--- src/hdl/qstu_pkg.sv ---
// ----------------------------------------------------------------------------
// qstu_pkg: shared types and constants for the smallest-three unpacker
// Record layout widths, the square-root cell payload and the Q.24 constant for 1.0 squared.
// ----------------------------------------------------------------------------
`default_nettype none

package qstu_pkg;

  // Stored component width and output component width (Q.12)
  localparam int unsigned COMP_W  = 12;
  localparam int unsigned OUT_W   = 14;
  localparam int unsigned IDX_W   = 2;

  // Squares, sum and radicand widths
  localparam int unsigned SQ_W    = 23;
  localparam int unsigned SUM_W   = 25;
  localparam int unsigned RAD_W   = 26;
  localparam int unsigned ROOT_W  = 13;
  localparam int unsigned REM_W   = 14;

  // One root bit per cell
  localparam int unsigned NUM_CELLS = 13;

  // 1.0 squared in Q.24
  localparam logic [SUM_W-1:0] ONE_SQ = 25'h100_0000;

  // Unpacked record fields
  typedef struct packed {
    logic [COMP_W-1:0] c0;
    logic [COMP_W-1:0] c1;
    logic [COMP_W-1:0] c2;
    logic [IDX_W-1:0]  drop;
  } rec_t;

  // Payload handed from cell to cell
  typedef struct packed {
    rec_t              rec;
    logic [RAD_W-1:0]  rad;
    logic [REM_W-1:0]  rem;
    logic [ROOT_W-1:0] root;
  } cell_t;

endpackage : qstu_pkg

`default_nettype wire

--- src/hdl/quaternion_smallest_three_unpack.sv ---
// ----------------------------------------------------------------------------
// Pipeline: an accepted record passes 2 front stages, then 13 square-root
//   cells, the last of which is the output reg, before its result beat.
// Throughput: one record per cycle; a stalled output holds only its own cell,
//   bubbles further up keep filling until the chain is full.
// Reset: asynchronous, active low; clears all stage valid bits.
// ----------------------------------------------------------------------------
// quaternion_smallest_three_unpack: smallest-three quaternion record decoder
// Unpacks three Q.12 components and rebuilds the dropped one as an integer
// square root through a chain of one-bit cells.
// ----------------------------------------------------------------------------
`default_nettype none

module quaternion_smallest_three_unpack (
  input  wire logic                           clk_i,
  input  wire logic                           rst_ni,
  input  wire logic                           in_valid_i,
  output logic                                in_stall_o,
  input  wire logic [7:0]                     byte0_i,
  input  wire logic [7:0]                     byte1_i,
  input  wire logic [7:0]                     byte2_i,
  input  wire logic [7:0]                     byte3_i,
  input  wire logic [7:0]                     byte4_i,
  output logic                                out_valid_o,
  input  wire logic                           out_stall_i,
  output logic signed [qstu_pkg::OUT_W-1:0]   comp0_o,
  output logic signed [qstu_pkg::OUT_W-1:0]   comp1_o,
  output logic signed [qstu_pkg::OUT_W-1:0]   comp2_o,
  output logic signed [qstu_pkg::OUT_W-1:0]   comp3_o,
  output logic [qstu_pkg::IDX_W-1:0]          dropped_index_o
);

  logic                       front_ready_w;
  logic                       valid_w [qstu_pkg::NUM_CELLS+1];
  logic                       ready_w [qstu_pkg::NUM_CELLS+1];
  qstu_pkg::cell_t            cell_w  [qstu_pkg::NUM_CELLS+1];
  logic [qstu_pkg::NUM_CELLS:0] busy_w;

  qstu_pkg::cell_t            last_w;
  logic [qstu_pkg::OUT_W-1:0] root_x_w;
  logic [qstu_pkg::OUT_W-1:0] s0_w, s1_w, s2_w;

  // Front end: unpack, square, radicand
  qstu_front u_front (
    .clk_i   (clk_i),
    .rst_ni  (rst_ni),
    .valid_i (in_valid_i),
    .ready_o (front_ready_w),
    .byte0_i (byte0_i),
    .byte1_i (byte1_i),
    .byte2_i (byte2_i),
    .byte3_i (byte3_i),
    .byte4_i (byte4_i),
    .ready_i (ready_w[0]),
    .valid_o (valid_w[0]),
    .cell_o  (cell_w[0])
  );

  assign in_stall_o = !front_ready_w;

  // Square-root cell chain, one root bit per cell
  for (genvar g = 0; g < qstu_pkg::NUM_CELLS; g++) begin : g_cell
    qstu_sqrt_cell u_cell (
      .clk_i   (clk_i),
      .rst_ni  (rst_ni),
      .valid_i (valid_w[g]),
      .ready_o (ready_w[g]),
      .cell_i  (cell_w[g]),
      .ready_i (ready_w[g+1]),
      .valid_o (valid_w[g+1]),
      .cell_o  (cell_w[g+1])
    );
    assign busy_w[g] = valid_w[g+1];
  end

  assign ready_w[qstu_pkg::NUM_CELLS] = !out_stall_i;
  assign busy_w[qstu_pkg::NUM_CELLS]  = valid_w[0];

  // Result beat: place stored components around the rebuilt one
  assign last_w   = cell_w[qstu_pkg::NUM_CELLS];
  assign root_x_w = {1'b0, last_w.root};
  assign s0_w = {{(qstu_pkg::OUT_W-qstu_pkg::COMP_W){last_w.rec.c0[qstu_pkg::COMP_W-1]}},
                 last_w.rec.c0};
  assign s1_w = {{(qstu_pkg::OUT_W-qstu_pkg::COMP_W){last_w.rec.c1[qstu_pkg::COMP_W-1]}},
                 last_w.rec.c1};
  assign s2_w = {{(qstu_pkg::OUT_W-qstu_pkg::COMP_W){last_w.rec.c2[qstu_pkg::COMP_W-1]}},
                 last_w.rec.c2};

  always_comb begin
    unique case (last_w.rec.drop)
      2'd0: begin
        comp0_o = root_x_w; comp1_o = s0_w; comp2_o = s1_w; comp3_o = s2_w;
      end
      2'd1: begin
        comp0_o = s0_w; comp1_o = root_x_w; comp2_o = s1_w; comp3_o = s2_w;
      end
      2'd2: begin
        comp0_o = s0_w; comp1_o = s1_w; comp2_o = root_x_w; comp3_o = s2_w;
      end
      default: begin
        comp0_o = s0_w; comp1_o = s1_w; comp2_o = s2_w; comp3_o = root_x_w;
      end
    endcase
  end

  assign dropped_index_o = last_w.rec.drop;
  assign out_valid_o     = valid_w[qstu_pkg::NUM_CELLS];

`ifndef SYNTHESIS
  // Input is held off only when the front and every cell hold a beat
  a_stall_only_when_full: assert property (@(posedge clk_i) disable iff (!rst_ni)
    in_stall_o |-> (&busy_w))
    else $error("input stalled with a bubble in the chain");

  // Rebuilt component never exceeds 1.0 in Q.12
  a_root_range: assert property (@(posedge clk_i) disable iff (!rst_ni)
    out_valid_o |-> (last_w.root <= 13'd4096))
    else $error("rebuilt component out of range");

  // Remainder after the last step stays within 2*root
  a_rem_bound: assert property (@(posedge clk_i) disable iff (!rst_ni)
    out_valid_o |-> ({1'b0, last_w.rem} <= {1'b0, last_w.root, 1'b0}))
    else $error("square-root remainder too large");

  // A stalled output beat is not overwritten by the cell behind it
  a_hold_on_stall: assert property (@(posedge clk_i) disable iff (!rst_ni)
    (out_valid_o && out_stall_i) |=> (out_valid_o && $stable(last_w)))
    else $error("output beat changed under stall");
`endif

endmodule : quaternion_smallest_three_unpack

`default_nettype wire

--- src/hdl/qstu_front.sv ---
// ----------------------------------------------------------------------------
// qstu_front: record unpack, squaring and radicand stages
// Two pipeline stages: unpack and square, then sum and subtract from 1.0^2.
// ----------------------------------------------------------------------------
`default_nettype none

module qstu_front (
  input  wire logic                  clk_i,
  input  wire logic                  rst_ni,
  input  wire logic                  valid_i,
  output logic                       ready_o,
  input  wire logic [7:0]            byte0_i,
  input  wire logic [7:0]            byte1_i,
  input  wire logic [7:0]            byte2_i,
  input  wire logic [7:0]            byte3_i,
  input  wire logic [7:0]            byte4_i,
  input  wire logic                  ready_i,
  output logic                       valid_o,
  output qstu_pkg::cell_t            cell_o
);

  qstu_pkg::rec_t                    rec_w;
  logic signed [2*qstu_pkg::COMP_W-1:0] p0_w, p1_w, p2_w;

  logic                              va_q;
  qstu_pkg::rec_t                    reca_q;
  logic [qstu_pkg::SQ_W-1:0]         sq0_q, sq1_q, sq2_q;
  logic                              ready_a_w;

  logic                              vb_q;
  qstu_pkg::cell_t                   cellb_q;
  logic [qstu_pkg::SUM_W-1:0]        sum_w;

  // Unpack the 5-byte record
  always_comb begin
    rec_w.c0   = {byte4_i[3:0], byte3_i};
    rec_w.c1   = {byte2_i, byte1_i[7:4]};
    rec_w.c2   = {byte1_i[3:0], byte0_i};
    rec_w.drop = byte4_i[7:6];
  end

  // Squares of the stored components (at most 2^22)
  assign p0_w = $signed(rec_w.c0) * $signed(rec_w.c0);
  assign p1_w = $signed(rec_w.c1) * $signed(rec_w.c1);
  assign p2_w = $signed(rec_w.c2) * $signed(rec_w.c2);

  // Stage A handshake
  assign ready_o   = !va_q || ready_a_w;
  assign ready_a_w = !vb_q || ready_i;

  always_ff @(posedge clk_i or negedge rst_ni) begin
    if (!rst_ni) begin
      va_q <= 1'b0;
    end else if (ready_o) begin
      va_q <= valid_i;
    end
  end

  always_ff @(posedge clk_i) begin
    if (ready_o && valid_i) begin
      reca_q <= rec_w;
      sq0_q  <= p0_w[qstu_pkg::SQ_W-1:0];
      sq1_q  <= p1_w[qstu_pkg::SQ_W-1:0];
      sq2_q  <= p2_w[qstu_pkg::SQ_W-1:0];
    end
  end

  // Sum of squares, always below 2^24
  assign sum_w = {2'b00, sq0_q} + {2'b00, sq1_q} + {2'b00, sq2_q};

  // Stage B: radicand into the first cell's payload
  always_ff @(posedge clk_i or negedge rst_ni) begin
    if (!rst_ni) begin
      vb_q <= 1'b0;
    end else if (ready_a_w) begin
      vb_q <= va_q;
    end
  end

  always_ff @(posedge clk_i) begin
    if (ready_a_w && va_q) begin
      cellb_q.rec  <= reca_q;
      cellb_q.rad  <= {1'b0, qstu_pkg::ONE_SQ - sum_w};
      cellb_q.rem  <= '0;
      cellb_q.root <= '0;
    end
  end

  assign valid_o = vb_q;
  assign cell_o  = cellb_q;

endmodule : qstu_front

`default_nettype wire

--- src/hdl/qstu_sqrt_cell.sv ---
// ----------------------------------------------------------------------------
// qstu_sqrt_cell: one restoring square-root step
// Takes the next two radicand bits, tries root bit one, keeps it if it fits.
// ----------------------------------------------------------------------------
`default_nettype none

module qstu_sqrt_cell (
  input  wire logic             clk_i,
  input  wire logic             rst_ni,
  input  wire logic             valid_i,
  output logic                  ready_o,
  input  wire qstu_pkg::cell_t  cell_i,
  input  wire logic             ready_i,
  output logic                  valid_o,
  output qstu_pkg::cell_t       cell_o
);

  logic                         valid_q;
  qstu_pkg::cell_t              cell_q;
  qstu_pkg::cell_t              cell_d;
  logic [qstu_pkg::REM_W+1:0]   acc_w;
  logic [qstu_pkg::REM_W+1:0]   trial_w;
  logic [qstu_pkg::REM_W+1:0]   diff_w;

  // Trial subtract of 4*root+1 from the shifted remainder
  always_comb begin
    acc_w   = {cell_i.rem, cell_i.rad[qstu_pkg::RAD_W-1 -: 2]};
    trial_w = {1'b0, cell_i.root, 2'b01};
    diff_w  = acc_w - trial_w;
    cell_d      = cell_i;
    cell_d.rad  = {cell_i.rad[qstu_pkg::RAD_W-3:0], 2'b00};
    if (acc_w >= trial_w) begin
      cell_d.rem  = diff_w[qstu_pkg::REM_W-1:0];
      cell_d.root = {cell_i.root[qstu_pkg::ROOT_W-2:0], 1'b1};
    end else begin
      cell_d.rem  = acc_w[qstu_pkg::REM_W-1:0];
      cell_d.root = {cell_i.root[qstu_pkg::ROOT_W-2:0], 1'b0};
    end
  end

  // Beat moves on when this cell is empty or the next one takes its beat
  assign ready_o = !valid_q || ready_i;

  always_ff @(posedge clk_i or negedge rst_ni) begin
    if (!rst_ni) begin
      valid_q <= 1'b0;
    end else if (ready_o) begin
      valid_q <= valid_i;
    end
  end

  always_ff @(posedge clk_i) begin
    if (ready_o && valid_i) begin
      cell_q <= cell_d;
    end
  end

  assign valid_o = valid_q;
  assign cell_o  = cell_q;

endmodule : qstu_sqrt_cell

`default_nettype wire
--- config.mk ---
export PLATFORM = sky130hd
export DESIGN_NAME = quaternion_smallest_three_unpack
export DESIGN_NICKNAME = d
export VERILOG_FILES = /design/src/hdl/qstu_pkg.sv /design/src/hdl/quaternion_smallest_three_unpack.sv /design/src/hdl/qstu_front.sv /design/src/hdl/qstu_sqrt_cell.sv
export SDC_FILE = /design/constraint.sdc
export NUM_CORES = 2
export LEC_CHECK = 0
export BUFFER_PORTS_ARGS = -buffer_cell sky130_fd_sc_hd__buf_2
export CAP_MARGIN = 25
export CORE_MARGIN = 4
export CORE_UTILIZATION = 40
export CTS_CLUSTER_DIAMETER = 200
export DETAILED_ROUTE_END_ITERATION = 10
export PLACE_DENSITY = 0.51
export SETUP_SLACK_MARGIN = 0.3
export SYNTH_ARGS = -nofsm -noshare
export SYNTH_HDL_FRONTEND = slang
export SYNTH_HIERARCHICAL = 1
export SYNTH_SLANG_ARGS = --single-unit
--- constraint.sdc ---
create_clock -name clk_i -period 6.04 [get_ports clk_i]
set_input_delay 0.302 -clock clk_i [delete_from_list [all_inputs] [get_ports clk_i]]
set_output_delay 0.302 -clock clk_i [all_outputs]
set_load 0.01 [all_outputs]
==> metrics <==
status finished clean; Worst Skew 0.0400 ns; worst-path maximum fanout 7; crit start category input pin; total CTS buffers 130; drt via density 4.74; Layout Nets about 6,000; clk slew on worst S/H paths about 0.050 ns; Hold Path Sink u_front/reca_q[30]; final period utilization just over 90%; Hold Violations, Final 0; boundary pin count 104; number of global-route vias before repair 37,100; Reg-to-Reg Start u_front/sq1_q[3]; # clock sinks 1,166; area grow syn2layout 12.0%; Die Y 412 um; Core ar. around 160,000 sq um; post-route cell area 73,200 sq um; Slew Limit Fails 0; Final HPWL DP 86,200 um; H-tree levels 4; WL/cell 15.1 um; Starting Density 40.2%; cell area after synthesis 65,400 sq um; DP Worst Slack 0.141 ns; hold_sp byte3_i[4]; first-pass GRT wire length 190,000 um; DR vias 35,200; Syn Inst Count around 4,900; Routability Congestion ~0.82; Critical Path End Type flip-flop; Slew headroom 41.0%; unrepaired setup endpoints after global routing yes; later-pin clock latency in the skew report 0.75 ns; Layout Utilization 45.0%; reg2reg end u_front/cell_o[50]; CTS root buffer clkbuf_16; post-route ant nets 0; PwrDens around 570 nW/um^2; final worst path period need 5.60 ns; placed cell area 68,400 sq um; Total GRT Usage 13.7%; Die Area about 170,000 sq um; final setup fails 0; I/O Buffers 101; fill count 14,800; synth warn 6; num rows 148; final worst-path setup slack about 0.44 ns; clock buffer depth 3; Worst Tran Pin Value 0.884 ns; Setup CP Type in -> reg; Min-Delay Path Depth 2; Pleak slightly above 0.03 uW; initial antenna violation count 0; CP arrival about 6.1 ns; setup_tns 0 ns; Avg Cell Area, Syn 13.3 sq um; Initial DRT Pass Iterations 5; R2R cell count 11; WL final 112,000 um; Horiz. Die Dim 412 um; layout cell share with drive strength beyond 1 12.3%; remaining global-route overflow 0; Reg2Reg Setup Slack 2.06 ns; Peak VDD IR 435 uV; Residual DRC 0; max frequency approximately 0.18 GHz; CTS tree built; pin count of the biggest net entering global routing 68; diode count 0; Hold Crit Class in -> reg; worst path required time between 6 and 7 ns; max-cap violation count 0; drt first-iter violations 1,535
-- area by class of cell --
class                           instances  area (sq um)  area share, %
Clock inverter                         71           910           1.24
Inverter                              889          3340           4.57
Timing Repair Buffer                  204          1400           1.92
Clock buffer                          164          3420           4.68
Sequential cell                      1166         34900           47.7
Multi-Input combinational cell       2763         26400           36.1
Tap cell                             2175          2720           3.72
-- metal layers --
layer / part of all wire, % / track usage, %
met4: 2.6 / 4.28
met3: 3.2 / 2.22
met2: 50 / 24.1
met1: 44 / 17.4
met5: 0 / 0
-- worst max-delay path by stage --
stage / from / end / slack, ns
floorplan: byte3_i[3] / u_front/sq0_q[22] / 0.42
global placement: byte4_i[3] / u_front/sq0_q[22] / 0.09
detailed placement: byte4_i[3] / u_front/sq0_q[22] / 0.14
CTS: byte3_i[3] / u_front/sq0_q[22] / 0.36
global route: byte3_i[3] / u_front/sq0_q[22] / 0.29
finish: byte3_i[6] / u_front/sq0_q[22] / 0.44
-- placed cells by master (no fill, tap or decap), types with 16 or more instances in the layout --
cell / instances
clkinv_1: 17
mux2i_1: 49
buf_4: 63
o21bai_1: 23
mux2_2: 64
or3_1: 26
clkbuf_1: 31
dlygate4sd3_1: 39
edfxtp_1: 1151
and3_1: 19
a31oi_1: 25
conb_1: 30
fa_1: 374
xnor2_1: 163
nor2_1: 217
a211oi_1: 16
nand4_1: 43
nand3_1: 35
nand2_1: 262
ha_1: 399
nor2b_1: 22
a21oi_1: 195
buf_2: 96
o21a_1: 35
inv_1: 887
nor3_1: 28
nand2b_1: 53
o31ai_1: 16
xor2_1: 47
o21ai_0: 87
mux2_4: 82
and2_1: 90
clkbuf_16: 131
a21o_1: 71
-- power breakdown --
part	internal (uW)	switching, uW	total (uW)
sequential	12200	765	12900
clock	4570	3230	7800
combinational	9380	11900	21300
total	26100	15900	42000
-- sequential cells by signal, indices dropped and copies added, names as in the netlist --
register,count
u_front/va_q,1
u_front/reca_q,38
u_front/cell_o,63
g_cell.u_cell/cell_o,987
u_front/sq2_q,21
u_front/valid_o,1
u_front/sq0_q,21
u_front/sq1_q,21
g_cell.u_cell/valid_o,13
-- through the flow --
stage                     std cells  hold WS (ns)  power (uW)
final                          7432        0.0804       42000
after global routing           7432        0.0279       45800
after CTS                      7431       0.00233       42700
after detailed placement       7157         0.246       34500
after global placement         7157         0.242       34300
after floorplan                4936       0.00641       29800
-- worst max-delay path, cell delays in order --
cell	delay, ns
dlygate4sd3_1	0.57
clkbuf_4	0.21
nand2_1	0.13
inv_1	0.06
fa_1	0.47
fa_1	0.52
inv_1	0.05
fa_1	0.48
inv_1	0.05
fa_1	0.52
inv_1	0.05
fa_1	0.53
inv_1	0.04
ha_1	0.29
a21o_1	0.20
a21o_1	0.17
a21o_1	0.20
a32o_1	0.23
or4_1	0.53
a31o_1	0.25
a21oi_2	0.14
xnor2_1	0.07
-- what timing repair did --
item	CTS	global route
hold buffers	39	0
gates resized for setup	0	17
hold endpoints to repair	53	0
endpoints found under the setup margin	0	2
setup buffers	0	1
Power figures use the tool's default switching activity.
